## config.mk

```make
export PLATFORM = sky130hd
export DESIGN_NAME = ata_pio_command_sequencer_unit
export DESIGN_NICKNAME = d
export VERILOG_FILES = /design/src/hw/rtl/apcs_pkg.sv /design/src/hw/rtl/apcs_core.sv /design/src/hw/rtl/apcs_emit.sv /design/src/hw/rtl/ata_pio_command_sequencer_unit.sv
export VERILOG_INCLUDE_DIRS = /design/src /design/src/hw/rtl
export SDC_FILE = /design/constraint.sdc
export NUM_CORES = 1
export LEC_CHECK = 0
export BUFFER_PORTS_ARGS = -buffer_cell sky130_fd_sc_hd__buf_2
export CAP_MARGIN = 0
export CORE_AREA = 2 2 112 157
export CTS_CLUSTER_DIAMETER = 30
export DETAILED_ROUTE_END_ITERATION = 8
export DIE_AREA = 0 0 114 159
export PLACE_DENSITY_LB_ADDON = 0.12
export SYNTH_ARGS = -nofsm -noshare
export SYNTH_HDL_FRONTEND = slang
export SYNTH_SLANG_ARGS = --single-unit
```

## constraint.sdc

```tcl
create_clock -name clk -period 10.1 [get_ports clk]
set_clock_uncertainty 0.15 [all_clocks]
set_input_delay 0.505 -clock clk [delete_from_list [all_inputs] [get_ports clk]]
set_output_delay 0.505 -clock clk [all_outputs]
set_load 0.05 [all_outputs]
```

## src/hw/rtl/ata_pio_command_sequencer_unit_defines.svh

```systemverilog
// Assertion macros for the ATA PIO command sequencer.
// Included by the top level; needs clk and rst_n in the including scope.
`ifndef ATA_PIO_COMMAND_SEQUENCER_UNIT_DEFINES_SVH
`define ATA_PIO_COMMAND_SEQUENCER_UNIT_DEFINES_SVH

// Same-cycle implication, disabled while reset is asserted.
`define APCS_ASSERT_IMP(label, ante, cons, msg) \
  label: assert property (@(posedge clk) disable iff (!rst_n) (ante) |-> (cons)) \
    else $error(msg);

// Next-cycle implication, disabled while reset is asserted.
`define APCS_ASSERT_NXT(label, ante, cons, msg) \
  label: assert property (@(posedge clk) disable iff (!rst_n) (ante) |=> (cons)) \
    else $error(msg);

`endif

```

## src/hw/rtl/apcs_pkg.sv

```systemverilog
// Shared types, constants and helpers for the ATA PIO command sequencer.
// No dependencies; used by apcs_core, apcs_emit and the top level.
`timescale 1ns / 1ps
`default_nettype none

package apcs_pkg;

  localparam int WORDS_PER_SECTOR = 256;
  localparam int IDENT_WORDS      = 256;
  localparam int WCNT_W           = $clog2(WORDS_PER_SECTOR + 1);
  localparam int MAX_RES          = 6;
  localparam int RES_CNT_W        = $clog2(MAX_RES + 1);
  localparam int RES_IDX_W        = $clog2(MAX_RES);

  // Request modes.
  localparam logic [1:0] MODE_START  = 2'd0;
  localparam logic [1:0] MODE_STATUS = 2'd1;
  localparam logic [1:0] MODE_DATA   = 2'd2;

  // Operations on a start request.
  localparam logic [1:0] OP_IDENT = 2'd0;
  localparam logic [1:0] OP_READ  = 2'd1;
  localparam logic [1:0] OP_WRITE = 2'd2;
  localparam logic [1:0] OP_RSVD  = 2'd3;

  // Completion codes.
  localparam logic [1:0] RC_OK     = 2'd0;
  localparam logic [1:0] RC_NODEV  = 2'd1;
  localparam logic [1:0] RC_DEVERR = 2'd2;
  localparam logic [1:0] RC_REJECT = 2'd3;

  // Task-file register offsets.
  localparam logic [2:0] REG_DATA    = 3'd0;
  localparam logic [2:0] REG_COUNT   = 3'd2;
  localparam logic [2:0] REG_LBA_LO  = 3'd3;
  localparam logic [2:0] REG_LBA_MID = 3'd4;
  localparam logic [2:0] REG_LBA_HI  = 3'd5;
  localparam logic [2:0] REG_DEVHEAD = 3'd6;
  localparam logic [2:0] REG_CMD     = 3'd7;

  // Command bytes and fixed register values.
  localparam logic [7:0] CMD_IDENTIFY = 8'hEC;
  localparam logic [7:0] CMD_READ     = 8'h20;
  localparam logic [7:0] CMD_WRITE    = 8'h30;
  localparam logic [7:0] CMD_FLUSH    = 8'hE7;
  localparam logic [7:0] DEVHEAD_BASE = 8'hE0;
  localparam logic [7:0] STS_FLOAT    = 8'hFF;
  localparam logic [7:0] STS_NONE     = 8'h00;

  // Status bit positions.
  localparam int STS_BSY = 7;
  localparam int STS_DRQ = 3;
  localparam int STS_ERR = 0;

  typedef struct packed {
    logic [1:0]  mode;
    logic [1:0]  operation;
    logic        channel;
    logic        drive_select;
    logic [27:0] block_address;
    logic [7:0]  sector_total;
    logic [7:0]  status_byte;
    logic [15:0] data_word;
  } in_t;

  typedef struct packed {
    logic        bus_write;
    logic        channel_out;
    logic [2:0]  reg_offset;
    logic [15:0] bus_value;
    logic        word_valid;
    logic [15:0] word_out;
    logic        done_res;
    logic [1:0]  result_code;
    logic        last;
  } out_t;

  // All results caused by one request; last is filled in by the emitter.
  typedef struct packed {
    logic [RES_CNT_W-1:0]    cnt;
    out_t [MAX_RES-1:0]      res;
  } bundle_t;

  function automatic out_t mk_res(logic bw, logic ch, logic [2:0] rg, logic [15:0] val,
                                  logic wv, logic [15:0] wo, logic dn, logic [1:0] rc);
    out_t r;
    r.bus_write   = bw;
    r.channel_out = ch;
    r.reg_offset  = rg;
    r.bus_value   = val;
    r.word_valid  = wv;
    r.word_out    = wo;
    r.done_res    = dn;
    r.result_code = rc;
    r.last        = 1'b0;
    return r;
  endfunction

endpackage

`default_nettype wire

```

## src/hw/rtl/apcs_core.sv

```systemverilog
// Protocol state and per-request decode of the ATA PIO command sequencer.
// Depends on apcs_pkg; the state commits only when the top level takes a request.
`timescale 1ns / 1ps
`default_nettype none

module apcs_core (
  input  logic              clk,
  input  logic              rst_n,
  input  logic              take,
  input  apcs_pkg::in_t     item,
  output apcs_pkg::bundle_t bnd
);

  typedef enum logic [1:0] {PH_IDLE, PH_WAIT, PH_DATA, PH_FLUSH} phase_t;

  phase_t                        phase_r, phase_nxt;
  logic [1:0]                    op_r, op_nxt;
  logic                          ch_r, ch_nxt;
  logic                          first_r, first_nxt;
  logic [7:0]                    sect_r, sect_nxt;
  logic [apcs_pkg::WCNT_W-1:0]   words_r, words_nxt;
  logic                          flush_r, flush_nxt;

  logic                          bsy, drq, err;
  logic                          ident;
  logic [7:0]                    devhead;
  logic [7:0]                    cmd;
  logic [15:0]                   cnt_val, lo_val, mid_val, hi_val;

  always_comb begin
    phase_nxt = phase_r;
    op_nxt    = op_r;
    ch_nxt    = ch_r;
    first_nxt = first_r;
    sect_nxt  = sect_r;
    words_nxt = words_r;
    flush_nxt = flush_r;
    bnd       = '0;

    bsy   = item.status_byte[apcs_pkg::STS_BSY];
    drq   = item.status_byte[apcs_pkg::STS_DRQ];
    err   = item.status_byte[apcs_pkg::STS_ERR];
    ident = (item.operation == apcs_pkg::OP_IDENT);

    // Identify addresses nothing, so count and LBA registers are written with zero.
    devhead = apcs_pkg::DEVHEAD_BASE | {3'b000, item.drive_select, 4'b0000}
              | (ident ? 8'h00 : {4'b0000, item.block_address[27:24]});
    cnt_val = ident ? 16'h0000 : {8'h00, item.sector_total};
    lo_val  = ident ? 16'h0000 : {8'h00, item.block_address[7:0]};
    mid_val = ident ? 16'h0000 : {8'h00, item.block_address[15:8]};
    hi_val  = ident ? 16'h0000 : {8'h00, item.block_address[23:16]};
    cmd     = ident ? apcs_pkg::CMD_IDENTIFY
            : ((item.operation == apcs_pkg::OP_READ) ? apcs_pkg::CMD_READ
                                                     : apcs_pkg::CMD_WRITE);

    case (item.mode)
      apcs_pkg::MODE_START: begin
        if (phase_r != PH_IDLE || item.operation == apcs_pkg::OP_RSVD ||
            (!ident && item.sector_total == 8'd0)) begin
          bnd.cnt    = apcs_pkg::RES_CNT_W'(1);
          bnd.res[0] = apcs_pkg::mk_res(1'b0, item.channel, apcs_pkg::REG_DATA, 16'h0000,
                                        1'b0, 16'h0000, 1'b1, apcs_pkg::RC_REJECT);
        end else begin
          op_nxt     = item.operation;
          ch_nxt     = item.channel;
          flush_nxt  = 1'b0;
          phase_nxt  = PH_WAIT;
          first_nxt  = ident;
          sect_nxt   = ident ? 8'd1 : item.sector_total;
          bnd.cnt    = apcs_pkg::RES_CNT_W'(apcs_pkg::MAX_RES);
          bnd.res[0] = apcs_pkg::mk_res(1'b1, item.channel, apcs_pkg::REG_DEVHEAD,
                                        {8'h00, devhead}, 1'b0, 16'h0000, 1'b0,
                                        apcs_pkg::RC_OK);
          bnd.res[1] = apcs_pkg::mk_res(1'b1, item.channel, apcs_pkg::REG_COUNT, cnt_val,
                                        1'b0, 16'h0000, 1'b0, apcs_pkg::RC_OK);
          bnd.res[2] = apcs_pkg::mk_res(1'b1, item.channel, apcs_pkg::REG_LBA_LO, lo_val,
                                        1'b0, 16'h0000, 1'b0, apcs_pkg::RC_OK);
          bnd.res[3] = apcs_pkg::mk_res(1'b1, item.channel, apcs_pkg::REG_LBA_MID, mid_val,
                                        1'b0, 16'h0000, 1'b0, apcs_pkg::RC_OK);
          bnd.res[4] = apcs_pkg::mk_res(1'b1, item.channel, apcs_pkg::REG_LBA_HI, hi_val,
                                        1'b0, 16'h0000, 1'b0, apcs_pkg::RC_OK);
          bnd.res[5] = apcs_pkg::mk_res(1'b1, item.channel, apcs_pkg::REG_CMD,
                                        {8'h00, cmd}, 1'b0, 16'h0000, 1'b0,
                                        apcs_pkg::RC_OK);
        end
      end

      apcs_pkg::MODE_STATUS: begin
        if (phase_r == PH_WAIT) begin
          if (op_r == apcs_pkg::OP_IDENT) begin
            if (first_r) begin
              // The first sample after IDENTIFY only probes for a floating bus.
              first_nxt = 1'b0;
              if (item.status_byte == apcs_pkg::STS_NONE ||
                  item.status_byte == apcs_pkg::STS_FLOAT) begin
                bnd.cnt    = apcs_pkg::RES_CNT_W'(1);
                bnd.res[0] = apcs_pkg::mk_res(1'b0, ch_r, apcs_pkg::REG_DATA, 16'h0000,
                                              1'b0, 16'h0000, 1'b1, apcs_pkg::RC_NODEV);
                phase_nxt  = PH_IDLE;
                flush_nxt  = 1'b0;
              end
            end else if (!bsy) begin
              if (drq) begin
                phase_nxt = PH_DATA;
                words_nxt = apcs_pkg::WCNT_W'(apcs_pkg::IDENT_WORDS);
              end else if (err) begin
                bnd.cnt    = apcs_pkg::RES_CNT_W'(1);
                bnd.res[0] = apcs_pkg::mk_res(1'b0, ch_r, apcs_pkg::REG_DATA, 16'h0000,
                                              1'b0, 16'h0000, 1'b1, apcs_pkg::RC_DEVERR);
                phase_nxt  = PH_IDLE;
                first_nxt  = 1'b0;
                flush_nxt  = 1'b0;
              end
            end
          end else if (!bsy && drq) begin
            phase_nxt = PH_DATA;
            words_nxt = apcs_pkg::WCNT_W'(apcs_pkg::WORDS_PER_SECTOR);
          end
        end else if (phase_r == PH_FLUSH && !bsy) begin
          bnd.cnt = apcs_pkg::RES_CNT_W'(1);
          if (!flush_r) begin
            flush_nxt  = 1'b1;
            bnd.res[0] = apcs_pkg::mk_res(1'b1, ch_r, apcs_pkg::REG_CMD,
                                          {8'h00, apcs_pkg::CMD_FLUSH}, 1'b0, 16'h0000,
                                          1'b0, apcs_pkg::RC_OK);
          end else begin
            bnd.res[0] = apcs_pkg::mk_res(1'b0, ch_r, apcs_pkg::REG_DATA, 16'h0000,
                                          1'b0, 16'h0000, 1'b1, apcs_pkg::RC_OK);
            phase_nxt  = PH_IDLE;
            first_nxt  = 1'b0;
            flush_nxt  = 1'b0;
          end
        end
      end

      apcs_pkg::MODE_DATA: begin
        if (phase_r == PH_DATA) begin
          bnd.cnt = apcs_pkg::RES_CNT_W'(1);
          if (op_r == apcs_pkg::OP_WRITE) begin
            bnd.res[0] = apcs_pkg::mk_res(1'b1, ch_r, apcs_pkg::REG_DATA, item.data_word,
                                          1'b0, 16'h0000, 1'b0, apcs_pkg::RC_OK);
          end else begin
            bnd.res[0] = apcs_pkg::mk_res(1'b0, ch_r, apcs_pkg::REG_DATA, 16'h0000,
                                          1'b1, item.data_word, 1'b0, apcs_pkg::RC_OK);
          end
          if (words_r != '0) begin
            words_nxt = words_r - apcs_pkg::WCNT_W'(1);
          end
          if (words_nxt == '0) begin
            if (sect_r != 8'd0) begin
              sect_nxt = sect_r - 8'd1;
            end
            if (sect_nxt != 8'd0) begin
              phase_nxt = PH_WAIT;
            end else if (op_r == apcs_pkg::OP_WRITE) begin
              phase_nxt = PH_FLUSH;
              flush_nxt = 1'b0;
            end else begin
              bnd.cnt    = apcs_pkg::RES_CNT_W'(2);
              bnd.res[1] = apcs_pkg::mk_res(1'b0, ch_r, apcs_pkg::REG_DATA, 16'h0000,
                                            1'b0, 16'h0000, 1'b1, apcs_pkg::RC_OK);
              phase_nxt  = PH_IDLE;
            end
          end
        end
      end

      default: begin
      end
    endcase
  end

  always_ff @(posedge clk) begin
    if (!rst_n) begin
      phase_r <= PH_IDLE;
      op_r    <= apcs_pkg::OP_IDENT;
      ch_r    <= 1'b0;
      first_r <= 1'b0;
      sect_r  <= 8'd0;
      words_r <= '0;
      flush_r <= 1'b0;
    end else if (take) begin
      phase_r <= phase_nxt;
      op_r    <= op_nxt;
      ch_r    <= ch_nxt;
      first_r <= first_nxt;
      sect_r  <= sect_nxt;
      words_r <= words_nxt;
      flush_r <= flush_nxt;
    end
  end

endmodule

`default_nettype wire

```

## src/hw/rtl/apcs_emit.sv

```systemverilog
// Result register of the ATA PIO command sequencer: holds the results of one
// request and hands them out one per cycle while out_stall is low. Depends on apcs_pkg.
`timescale 1ns / 1ps
`default_nettype none

module apcs_emit (
  input  logic              clk,
  input  logic              rst_n,
  input  logic              load,
  input  apcs_pkg::bundle_t bnd,
  input  logic              out_stall,
  output logic              out_valid,
  output apcs_pkg::out_t    out_data,
  output logic              free
);

  logic                              vld_r, vld_nxt;
  logic [apcs_pkg::RES_IDX_W-1:0]    idx_r, idx_nxt;
  logic [apcs_pkg::RES_CNT_W-1:0]    cnt_r, cnt_nxt;
  apcs_pkg::out_t [apcs_pkg::MAX_RES-1:0] res_r, res_nxt;
  logic                              pop;
  logic                              is_last;

  assign pop     = vld_r && !out_stall;
  assign is_last = (apcs_pkg::RES_CNT_W'(idx_r) == cnt_r - apcs_pkg::RES_CNT_W'(1));
  // The slot frees up in the same cycle its final result leaves.
  assign free    = !vld_r || (pop && is_last);

  always_comb begin
    vld_nxt = vld_r;
    idx_nxt = idx_r;
    cnt_nxt = cnt_r;
    res_nxt = res_r;
    if (pop && !is_last) begin
      idx_nxt = idx_r + apcs_pkg::RES_IDX_W'(1);
    end else if (pop) begin
      vld_nxt = 1'b0;
    end
    if (load) begin
      vld_nxt = 1'b1;
      idx_nxt = '0;
      cnt_nxt = bnd.cnt;
      res_nxt = bnd.res;
    end
  end

  always_ff @(posedge clk) begin
    if (!rst_n) begin
      vld_r <= 1'b0;
      idx_r <= '0;
    end else begin
      vld_r <= vld_nxt;
      idx_r <= idx_nxt;
    end
    cnt_r <= cnt_nxt;
    res_r <= res_nxt;
  end

  always_comb begin
    out_data      = res_r[idx_r];
    out_data.last = is_last;
  end

  assign out_valid = vld_r;

endmodule

`default_nettype wire

```

## src/hw/rtl/ata_pio_command_sequencer_unit.sv

```systemverilog
// A request is held in the input register and its results are registered in the result
// register. Throughput: one request per cycle when each gives at most one result and
// out_stall is low; a start yields six results and a read's final data word two.
// The output result register is the only thing that limits the rate.
// Reset (rst_n low, synchronous) idles the sequencer and drops any held request or result.
`timescale 1ns / 1ps
`default_nettype none
`include "ata_pio_command_sequencer_unit_defines.svh"

module ata_pio_command_sequencer_unit (
  input  logic           clk,
  input  logic           rst_n,
  input  logic           in_valid,
  output logic           in_stall,
  input  apcs_pkg::in_t  in_data,
  output logic           out_valid,
  input  logic           out_stall,
  output apcs_pkg::out_t out_data
);

  logic              in_vld_r;
  apcs_pkg::in_t     in_q_r;
  logic              take;
  logic              emit_free;
  apcs_pkg::bundle_t bnd;

  // A request that yields no result never waits for the result register.
  assign take     = in_vld_r && (emit_free || bnd.cnt == '0);
  assign in_stall = in_vld_r && !take;

  always_ff @(posedge clk) begin
    if (!rst_n) begin
      in_vld_r <= 1'b0;
    end else if (!in_vld_r || take) begin
      in_vld_r <= in_valid;
    end
    if (in_valid && !in_stall) begin
      in_q_r <= in_data;
    end
  end

  apcs_core u_core (
    .clk   (clk),
    .rst_n (rst_n),
    .take  (take),
    .item  (in_q_r),
    .bnd   (bnd)
  );

  apcs_emit u_emit (
    .clk       (clk),
    .rst_n     (rst_n),
    .load      (take && bnd.cnt != '0),
    .bnd       (bnd),
    .out_stall (out_stall),
    .out_valid (out_valid),
    .out_data  (out_data),
    .free      (emit_free)
  );

  `APCS_ASSERT_NXT(a_in_hold, in_vld_r && !take, in_vld_r && $stable(in_q_r), "held request changed")
  `APCS_ASSERT_IMP(a_done_last, out_valid && out_data.done_res, out_data.last, "done result not last")
  `APCS_ASSERT_IMP(a_code_done, out_valid && !out_data.done_res, out_data.result_code == apcs_pkg::RC_OK, "code without done")
  `APCS_ASSERT_IMP(a_write_word, out_valid && out_data.bus_write, !out_data.word_valid, "write and word together")

endmodule

`default_nettype wire
```

* Word-level counts from Yosys, hierarchy flattened
Index checks and enable logic that the tools add are counted.
Storage, ports and cells: register bits after elaboration 347, output and inout bits 44, logic and storage cells 268
Operators by class: add/subtract/negate cells 4, magnitude comparators 1, equal/unequal tests 32, muxes and demuxes 101, bitwise operators 4, reduce and logical (&&, ||, !) cells 51
Operators by type and width (count):
- $mux W42 | 12
- $mux W210 | 1
- $bmux W42 S3 | 1
- $pmux W42 S3 | 1
- $mux W41 | 3
- $mux W8 | 13
- $mux W9 | 10
- $mux W84 | 1
- $pmux W42 S2 | 1
- $mux W2 | 16
- $mux W3 | 9
- $mux W1 | 25
- $pmux W9 S2 | 1
- $logic_not A8 Y1 | 2
- $pmux W8 S2 | 1
- $reduce_bool A8 Y1 | 2
- $reduce_and A13 Y1 | 1
- $ne A3 B3 Y1 const B | 4
- $ne A4 B3 Y1 const B | 3
- $reduce_and A11 Y1 | 1
- $eq A2 B2 Y1 const B | 5
- $logic_and A1 B1 Y1 | 10
- $ne A2 B1 Y1 const B | 5
- $reduce_bool A2 Y1 | 5
- other kinds (36) | 60

* Longest topological paths before layout
Gate-level depths: netlist (run 1).
depth after elaboration 20, depth in mapped cells 11

* Hierarchy
A second synthesis (run 1) with hierarchy kept.
Unflattened totals: cell total of the unflattened synthesis 1101, area total of the unflattened synthesis 15667.5 sq um
Modules (own cells, without submodules):
- apcs_emit | instances 1, cells an instance 474, area each 9698.1 sq um, seq. area each 7557.2 sq um
- apcs_core | instances 1, cells an instance 550, area each 3902.5 sq um, seq. area each 480.5 sq um
- ata_pio_command_sequencer_unit | instances 1, cells an instance 77, area each 2067.0 sq um, seq. area each 2001.9 sq um

* Worst setup path before layout (run 1)
No wires, ideal clock.
path type reg-to-reg, start register in_q_r[64] (netlist name), end register u_emit.cnt_r[0] (netlist name) (enable), library setup time 652 ps, arrival 7840 ps, required time 9298 ps, path slack 1458 ps, cell stages (with the launch flop) 9, cells stage by stage edfxtp_1 > inv_1 > ha_1 > clkbuf_1 > inv_1 > or2_2 > nor2_1 > nor2_1 > a211oi_1
On the way: longest elaborated chain between the ends 6, elaborated cells between the ends (all ways) 9
RTL lines:
- start: declaration | line ata_pio_command_sequencer_unit.sv:22 | apcs_pkg::in_t in_q_r;
- start signal: assignment | line ata_pio_command_sequencer_unit.sv:38 | in_q_r <= in_data;
- $eq A2 B2 Y1 (tied with other cells) | line apcs_core.sv:56 | case (item.mode)
- $pmux W3 S3 (*) | line apcs_core.sv:56
- $logic_not A3 Y1 | line ata_pio_command_sequencer_unit.sv:28 | assign take = in_vld_r && (emit_free || bnd.cnt == '0);
- $logic_or A1 B1 Y1 | line ata_pio_command_sequencer_unit.sv:28
- $logic_and A1 B1 Y1 | line ata_pio_command_sequencer_unit.sv:28
- $logic_and A1 B1 Y1 (*) | line ata_pio_command_sequencer_unit.sv:53 | .load (take && bnd.cnt != '0),
- named net u_emit.load | line apcs_emit.sv:9 | input logic load,
- end signal: assignment | line apcs_emit.sv:55 | cnt_r <= cnt_nxt;
- end: declaration | line apcs_emit.sv:19 | logic [apcs_pkg::RES_CNT_W-1:0] cnt_r, cnt_nxt;
The timed path passes the listed nets; every way through them passes the cells marked *. A chain may end at the register's enable or synchronous reset.

* Worst setup path in the final report (run 1)
start register in_q_r[64] (netlist name), end output in_stall
On the way: longest elaborated chain between the ends 7, elaborated cells between the ends (all ways) 9
RTL lines:
- $eq A2 B2 Y1 (tied with other cells) | line apcs_core.sv:56
- $pmux W3 S3 (*) | line apcs_core.sv:56
- $logic_not A3 Y1 (*) | line ata_pio_command_sequencer_unit.sv:28
- $logic_or A1 B1 Y1 (*) | line ata_pio_command_sequencer_unit.sv:28
- $logic_and A1 B1 Y1 (*) | line ata_pio_command_sequencer_unit.sv:28
- $logic_not A1 Y1 (*) | line ata_pio_command_sequencer_unit.sv:29 | assign in_stall = in_vld_r && !take;
- $logic_and A1 B1 Y1 (*) | line ata_pio_command_sequencer_unit.sv:29
- end: declaration | line ata_pio_command_sequencer_unit.sv:14 | output logic in_stall,
Mark *: on every way between the ends. The rest lies on a longest branch, timed or not.

==> impl_metrics.csv, run 1 <==
group,metric,value,unit
yosys,synthMostInstantiatedCell,"edfxtp_1",
global_routing,grtUsageTotal,0.215,
cts,cts_setup_buffers,0,
cts,cts-buffers-inserted,17,
timing,timing_max_transition_violations_final,0,
critical_path,critical_path.startpoint,"in_q_r[64]$_DFFE_PP_",
global_routing,first_global_vias,5746,
place,cell_total_after_placement,950,
global_routing,grt_overflow,0,
place,gp_congestion,0.929,
yosys,synth_seq_area_share,0.615,
cts,post_cts_hold_buffer_count,0,
floorplan,std_cell_rows,56,
critical_path,worstSetupStartpointType,"register",
critical_path,worst-endpoint-required,9450,ps
yosys,ys_seq_elements,177,
final_layout,fillers,1434,
critical_path,cp-endpoint,"in_stall",
critical_path,critical_path_end_type,"output port",
critical_path,critical_path_peak_fanout,17,
route,dr_total_vias,5771,
timing,post-route-min-period,5030,ps
critical_path,timing.reg2reg.worst_path_depth,9,
floorplan,floorplan.core_area,16700,um^2
yosys,avgSynthCellArea,12.2,um^2
critical_path,timing.critical_path.arrival,4380,ps
global_routing,grt_start_max_net_pins,59,
critical_path,worst_reg2reg_path_endpoint,"in_q_r[37]$_DFFE_PP_",
critical_path,timing_worst_setup_path_type,"reg -> out",
min_path,min-delay-path-class,"in -> reg",
yosys,yosys-top-cells-count,"edfxtp_1 (148), and3_1 (55), and2_1 (42)",
yosys,mappedNetlistArea,8170,um^2
global_routing,grt_pass1_wl,29900,um
critical_path,r2r-start,"in_q_r[64]$_DFFE_PP_",
pwr,power.static_leakage,3.58,nW
yosys,synthTopCellsByArea,"edfxtp_1 (54%), dfxtp_1 (7.1%), and3_1 (4.2%)",
timing,maxSlewHeadroom,0.218,
route,wirelength,19200,um
timing,fin_setup_tns,0,ps
critical_path,max_stage_delay,710,ps
yosys,ys_warn_count,0,
yosys,synth_cell_types,69,
final_layout,area_added_between_synthesis_and_finish,15.4,%
yosys,synthesis.instances,672,
timing,timing.fmax,0.199,GHz
final_layout,fin_nets,845,
final_layout,num_antenna_cells,0,
place,detailedPlacementHpwl,13500,um
route,drtAntennaViolNets,0,
pwr,pwr_density,172,nW/um^2
route,drtIter0Drc,439,
cts,postCtsResizedCells,0,
yosys,synth-edff-count,148,
yosys,post-synth-top-area-cell,"edfxtp_1",
cts,number_of_clock_sinks_seen_by_cts,177,
timing,finalCritPeriodShare,0.498,
yosys,synth_fp_nets,751,
final_layout,layoutNonFillerInstCount,981,
floorplan,die_y,159,um
floorplan,io_pins,114,
yosys,yosys.area.top_type_share,0.544,
floorplan,die-area,18100,um^2
cts,clock_tree.htree_level_count,4,
yosys,synth_top_flop_cell,"edfxtp_1",
route,routed_wire_length_per_instance,19.6,um
floorplan,starting_utilization_of_the_core_area,0.490,
timing,timing_worst_slew_pin_value,1170,ps
critical_path,timing.critical_path.slowest_stage_cell,"nor2_1",
route,first_pass_iters,7,
route,route.detailed.drc,0,
cts,path_clk_slew,70,ps
cts,cts_root_buffer,"clkbuf_16",
floorplan,chipWidth,114,um
final_layout,proportion_of_layout_cells_with_a_drive_suffix_above_1,0.216,
pwr,max-vdd-ir-drop,0.104,mV
global_routing,antenna_violations_before_repair,0,
place,buffer_ports.inserted,113,
critical_path,r2r_setup_slack,5350,ps
cts,clock_path_buffers,2,
flow_run,max_cap_violations,0,
cts,worstSkewPairLatency,430,ps
outcome,outcome,"finished clean",
critical_path,timing.critical_path.cells,"inv_1 -> ha_1 -> inv_1 -> or2_2 -> nor2_1 -> nor2_1 -> a211oi_1 -> buf_2",
yosys,synthArstFlopShare,0,
timing,setup_viol_count_final,0,
timing,grt_setup_unrepaired,"no",
route,avgViaCountPerCell,5.88,
cts,tritoncts,"done",
timing,hold_viol_final,0,
## kinds of logic after synthesis
logic type	after synthesis	synth area share
fa+ha+maj	9	0.0138
compound gates	142	0.124
simple gates	240	0.168
mux	32	0.0400
flops	177	0.615
xor+xnor	6	0.00828
buf+inv	66	0.0313
## per-stage QoR
| step | util | hold WS [ps] | power (mW) | worst slack [ps] | area (um^2) |
|---|---|---|---|---|---|
| 3_3_place_gp | 0.533 | 335 | 1.02 | 5590 | 8880 |
| 2_1_floorplan | - | 312 | 0.966 | 1460 | 8170 |
| 4_1_cts | 0.565 | 79.7 | 1.63 | 5060 | 9420 |
| 3_5_place_dp | 0.533 | 342 | 1.02 | 5350 | 8880 |
| 6_report | 0.565 | 92.5 | 1.62 | 5070 | 9420 |
| 5_1_grt | 0.565 | 73.0 | 1.67 | 4730 | 9420 |
## per-layer routing
| metal | share of wire | up-vias | wire length [um] | global-route usage |
|---|---|---|---|---|
| li1 | - | 2760 | - | - |
| met1 | 0.40 | 2817 | 7650 | 0.246 |
| met2 | 0.54 | 154 | 10400 | 0.385 |
| met3 | 0.033 | 40 | 637 | 0.0400 |
| met4 | 0.028 | 0 | 542 | 0.0987 |
| met5 | 0 | - | 0 | 0 |
## worst min-delay path by stage
stage	end	startpoint	cells after the start
final	in_q_r[16]$_DFFE_PP_	in_data[16]	1
after global routing	in_q_r[50]$_DFFE_PP_	in_data[50]	1
after CTS	in_q_r[22]$_DFFE_PP_	in_data[22]	1
after detailed placement	u_core.sect_r[6]$_SDFFE_PN0P_	u_core.sect_r[6]$_SDFFE_PN0P_	2
after global placement	u_core.sect_r[6]$_SDFFE_PN0P_	u_core.sect_r[6]$_SDFFE_PN0P_	2
after floorplan	u_core.sect_r[6]$_SDFFE_PN0P_	u_core.sect_r[6]$_SDFFE_PN0P_	2
## where the power goes
part,total [mW],leakage (nW),internal (mW),switching [mW]
logic,0.166,1.76,0.0538,0.112
clock network,0.615,0.261,0.338,0.277
registers,0.837,1.56,0.822,0.0148
total,1.62,3.58,1.21,0.404
## critical path, delay by kind of cell, from the launching register on
family | cells | cell delay [ps]
fa+ha+maj | 1 | 560
buf+inv | 3 | 890
compound gates | 1 | 700
simple gates | 3 | 1370
flops | 1 | 420
## final cells by class
class | instances | area, um^2 | area share
repair buffers | 119 | 611 | 0.0648
clock buffers | 18 | 429 | 0.0455
flip-flops and latches | 177 | 5020 | 0.533
clock inverters | 13 | 113 | 0.0119
well taps | 203 | 254 | 0.0270
inverters | 22 | 82.6 | 0.00876
multi-input cells | 429 | 2910 | 0.309
## flip-flops by register name, summed over array words and instances, names as in the netlist, 2 cells and up
name,count
u_core.words_r,9
u_emit.idx_r,3
u_emit.res_r,80
u_emit.cnt_r,2
u_core.phase_r,2
u_core.op_r,2
in_q_r,66
u_core.sect_r,8
## layout by cell type (no fill, tap or decap), types with 5 or more instances in the layout
master / instances
o31ai_1: 6
a21o_1: 7
nand3_1: 9
buf_2: 113
nor2b_1: 6
a22oi_1: 5
ha_1: 9
o21ai_0: 22
a31oi_1: 7
or2_2: 5
nor4_1: 5
dfxtp_1: 29
or3_1: 6
buf_4: 6
clkbuf_16: 17
mux2i_1: 27
nand4_1: 5
o311ai_0: 9
nor2_1: 35
o21a_1: 6
nand2b_1: 6
o22ai_1: 6
nand2_1: 29
edfxtp_1: 148
nor3_1: 12
o41ai_1: 5
and2_1: 42
and3_1: 55
a21oi_1: 26
inv_1: 22
No activity file was read; power rests on OpenSTA's default activity.
==> run 2: changes to the inputs <==
--- a/config.mk
+++ b/config.mk
@@ -6,6 +6,7 @@
 export SDC_FILE = /design/constraint.sdc
 export NUM_CORES = 1
 export LEC_CHECK = 0
+export ABC_AREA = 1
 export BUFFER_PORTS_ARGS = -buffer_cell sky130_fd_sc_hd__buf_2
 export CAP_MARGIN = 0
 export CORE_AREA = 2 2 112 157
==> constraint.sdc (replaced) <==
create_clock -name clk -period 4.1 [get_ports clk]
set_clock_uncertainty 0.15 [all_clocks]
set_input_delay 0.205 -clock clk [delete_from_list [all_inputs] [get_ports clk]]
set_output_delay 0.205 -clock clk [all_outputs]
set_load 0.05 [all_outputs]
==> run 2 against run 1 <==
  * Final cell count up 30%
  * First-iteration DRC count up 2.5%
  * Core utilization up 5.1 points
  * Sequential share of layout area down 4.4 points
  * Design area up 9.1%
  * Non-clock buffer count up 71
  * Critical path depth up 11
  * Combinational power rose to 3.3 times the previous value
  * Global-route usage up 0.075 points
  * Largest power group unchanged
==> impl_metrics.csv, run 2 <==
group,metric,value,unit
place,place_ws,732,ps
critical_path,r2r-start,"u_core.sect_r[0]$_SDFFE_PN0P_",
timing,timing.fmax,0.296,GHz
cts,cts-buffers-inserted,17,
route,drtIter0Drc,450,
global_routing,grt_start_max_net_pins,83,
yosys,synth_seq_area_share,0.609,
critical_path,worstSetupStartpointType,"register",
timing,setup_viol_count_final,0,
yosys,synthesis.instances,876,
route,first_pass_iters,5,
yosys,synthTopCellsByArea,"edfxtp_1 (54%), nor2_1 (8.3%), nand2_1 (7.7%)",
final_layout,area_added_between_synthesis_and_finish,24.6,%
critical_path,worst_path_most_repeated_cell,"nand2_2",
pwr,pwr_density,408,nW/um^2
place,gp_congestion,0.870,
yosys,synthMostInstantiatedCell,"nor2_1",
flow_run,max_cap_violations,0,
timing,hold_viol_final,0,
cts,cts_root_buffer,"clkbuf_16",
final_layout,fillers,1426,
global_routing,grt_pass1_wl,30500,um
outcome,outcome,"finished clean",
yosys,synth-edff-count,148,
critical_path,worst-endpoint-required,4020,ps
critical_path,timing.critical_path.cells,"inv_1 -> ha_1 -> nand2_1 -> nor2_1 -> nand2_2 -> nand2_1 -> nand2_1 -> inv_1 -> nand3_2 -> nor2_4 -> nand2_2 -> nor2_4 -> nor2_2 -> nor2_4 -> nand2_2 -> nand2_2 -> nand3_1 -> clkinvlp_4 -> buf_12",
cts,tritoncts,"done",
timing,maxSlewHeadroom,0.528,
final_layout,regMostFlops,"u_emit.res_r",
place,placed_cell_area,9020,um^2
floorplan,chipWidth,114,um
final_layout,reg_top3,"u_emit.res_r x80, in_q_r x66, u_core.words_r x9",
route,routed_wire_length_per_instance,14.9,um
route,wirelength,18900,um
yosys,yosys.area.top_type_share,0.539,
min_path,hold_depth,3,
critical_path,critical_path_peak_fanout,82,
cts,postCtsResizedCells,0,
min_path,min-delay-path-class,"in -> reg",
critical_path,worst_path_dominant_cell_family,"simple AND/OR/NAND/NOR gates",
cts,clock_path_buffers,2,
pwr,power.static_leakage,4.63,nW
yosys,post-synth-top-area-cell,"edfxtp_1",
critical_path,max_stage_delay,370,ps
yosys,synth_fp_nets,955,
critical_path,critical_path_buf_inv_count,4,
critical_path,worst_reg2reg_path_endpoint,"u_emit.res_r[30]$_DFFE_PP_",
route,avgViaCountPerCell,5.10,
place,detailedPlacementHpwl,13200,um
floorplan,die_y,159,um
yosys,synth_cell_types,44,
timing,timing.hold.ws,21.7,ps
yosys,synth_top_flop_cell,"edfxtp_1",
place,buffer_ports.inserted,113,
yosys,ys_warn_count,0,
route,dr_total_vias,6486,
cts,path_clk_slew,60,ps
critical_path,timing.reg2reg.worst_path_depth,19,
final_layout,layout_common_cells,"nor2_1 (182), nand2_1 (170), edfxtp_1 (148)",
global_routing,grtUsageTotal,0.216,
floorplan,floorplan.core_area,16700,um^2
floorplan,io_pins,114,
critical_path,critical_path_end_type,"register",
global_routing,grt_overflow,0,
final_layout,proportion_of_layout_cells_with_a_drive_suffix_above_1,0.169,
timing,final_critical_path_setup_slack,716,ps
route,drtAntennaViolNets,0,
min_path,hold_end,"u_core.sect_r[6]$_SDFFE_PN0P_",
cts,number_of_clock_sinks_seen_by_cts,177,
timing,timing_worst_slew_pin_value,706,ps
final_layout,design_area,10300,um^2
timing,post-route-min-period,3380,ps
yosys,avgSynthCellArea,9.42,um^2
global_routing,antenna_violations_before_repair,0,
critical_path,timing_worst_setup_path_type,"reg -> reg",
cts,worstSkewPairLatency,420,ps
timing,fin_setup_tns,0,ps
critical_path,r2r_setup_slack,720,ps
final_layout,largest_register_ff_count,80,
pwr,max-vdd-ir-drop,0.249,mV
floorplan,starting_utilization_of_the_core_area,0.495,
timing,finalCritPeriodShare,0.825,
final_layout,num_antenna_cells,0,
min_path,min_from,"rst_n",
floorplan,std_cell_rows,56,
yosys,mappedNetlistArea,8250,um^2
floorplan,die-area,18100,um^2
global_routing,first_global_vias,6371,
yosys,synthArstFlopShare,0,
route,route.detailed.drc,0,
final_layout,fin_nets,1136,
critical_path,timing.critical_path.arrival,3310,ps
timing,timing_max_transition_violations_final,0,
yosys,yosys-top-cells-count,"nor2_1 (183), nand2_1 (170), edfxtp_1 (148)",
final_layout,mostFrequentLayoutCell,"nor2_1",
timing,grt_setup_unrepaired,"no",
cts,clock_tree.htree_level_count,4,
yosys,ys_seq_elements,177,
critical_path,timing.critical_path.slowest_stage_cell,"buf_12",
[run 2: cell count changes in the layout (fill, tap and decap cells not counted), moves of 7 or more]
cell	delta
nor2_1	+147
nand2_1	+141
inv_1	+88
dlygate4sd3_1	+68
and3_1	-55
and2_1	-42
nand3_1	+35
mux2i_1	-27
o21ai_0	+15
nand2_2	+10
o311ai_0	-8
a21o_1	-7
[run 2: through the flow]
| step | power, mW | std cells | utilization |
|---|---|---|---|
| 2_1_floorplan | 2.45 | 876 | - |
| 3_3_place_gp | 2.59 | 1173 | 0.541 |
| 3_5_place_dp | 2.59 | 1173 | 0.541 |
| 4_1_cts | 4.22 | 1273 | 0.616 |
| 5_1_grt | 4.36 | 1273 | 0.616 |
| 6_report | 4.19 | 1273 | 0.616 |
[run 2: layout make-up]
type	count	area (um^2)	area share
clock inverters	13	143	0.0139
clock buffers	19	433	0.0421
flip-flops and latches	177	5020	0.489
repair buffers	190	1330	0.129
multi-input cells	556	2660	0.259
inverters	115	435	0.0424
well taps	203	254	0.0247
[run 2: repair_timing]
| action | in CTS | in global routing |
|---|---|---|
| setup buffers | 0 | 0 |
| hold endpoints to repair | 68 | 0 |
| setup endpoints to repair | 0 | 0 |
| hold buffers | 68 | 0 |
[run 2: cells by family after synthesis]
family                   Yosys count  synth area share
buffers and inverters            143            0.0686
flip-flops                       177             0.609
AND/OR/NAND/NOR                  447             0.232
XOR/XNOR                           8           0.00940
AO/OA/AOI/OAI                     92            0.0675
adder cells (fa/ha/maj)            9            0.0137
[run 2: how the worst max path moves through the flow]
| stage | start | endpoint | slack [ps] | cells after the start |
|---|---|---|---|---|
| floorplan | u_core.sect_r[0]$_SDFFE_PN0P_ | u_emit.cnt_r[0]$_DFFE_PP_ | 340 | 18 |
| global placement | u_core.sect_r[0]$_SDFFE_PN0P_ | u_emit.res_r[33]$_DFFE_PP_ | 820 | 19 |
| detailed placement | u_core.sect_r[0]$_SDFFE_PN0P_ | u_emit.res_r[32]$_DFFE_PP_ | 730 | 19 |
| CTS | u_core.sect_r[0]$_SDFFE_PN0P_ | u_emit.res_r[17]$_DFFE_PP_ | 720 | 19 |
| global route | u_core.sect_r[0]$_SDFFE_PN0P_ | u_emit.res_r[19]$_DFFE_PP_ | 410 | 19 |
| finish | u_core.sect_r[0]$_SDFFE_PN0P_ | u_emit.res_r[30]$_DFFE_PP_ | 720 | 19 |
[run 2: report_power, final]
group	internal, mW	leakage (nW)	switching [mW]
Clock	0.948	0.283	0.644
Sequential	2.02	1.72	0.0341
Combinational	0.197	2.63	0.350
Total	3.17	4.63	1.03
[run 2: worst register-to-register path: cells and delay by family, from the launching register on]
| kind | cells | cell delay (ps) |
|---|---|---|
| buffers and inverters | 4 | 680 |
| adder cells (fa/ha/maj) | 1 | 270 |
| flip-flops | 1 | 340 |
| AND/OR/NAND/NOR | 14 | 1570 |
[run 2: layer usage]
metal / up-vias / share of wire / GRT usage
li1: 3252 / - / -
met3: 41 / 0.042 / 0.0426
met5: - / 0 / 0
met1: 3023 / 0.41 / 0.252
met4: 0 / 0.029 / 0.0848
met2: 170 / 0.52 / 0.386
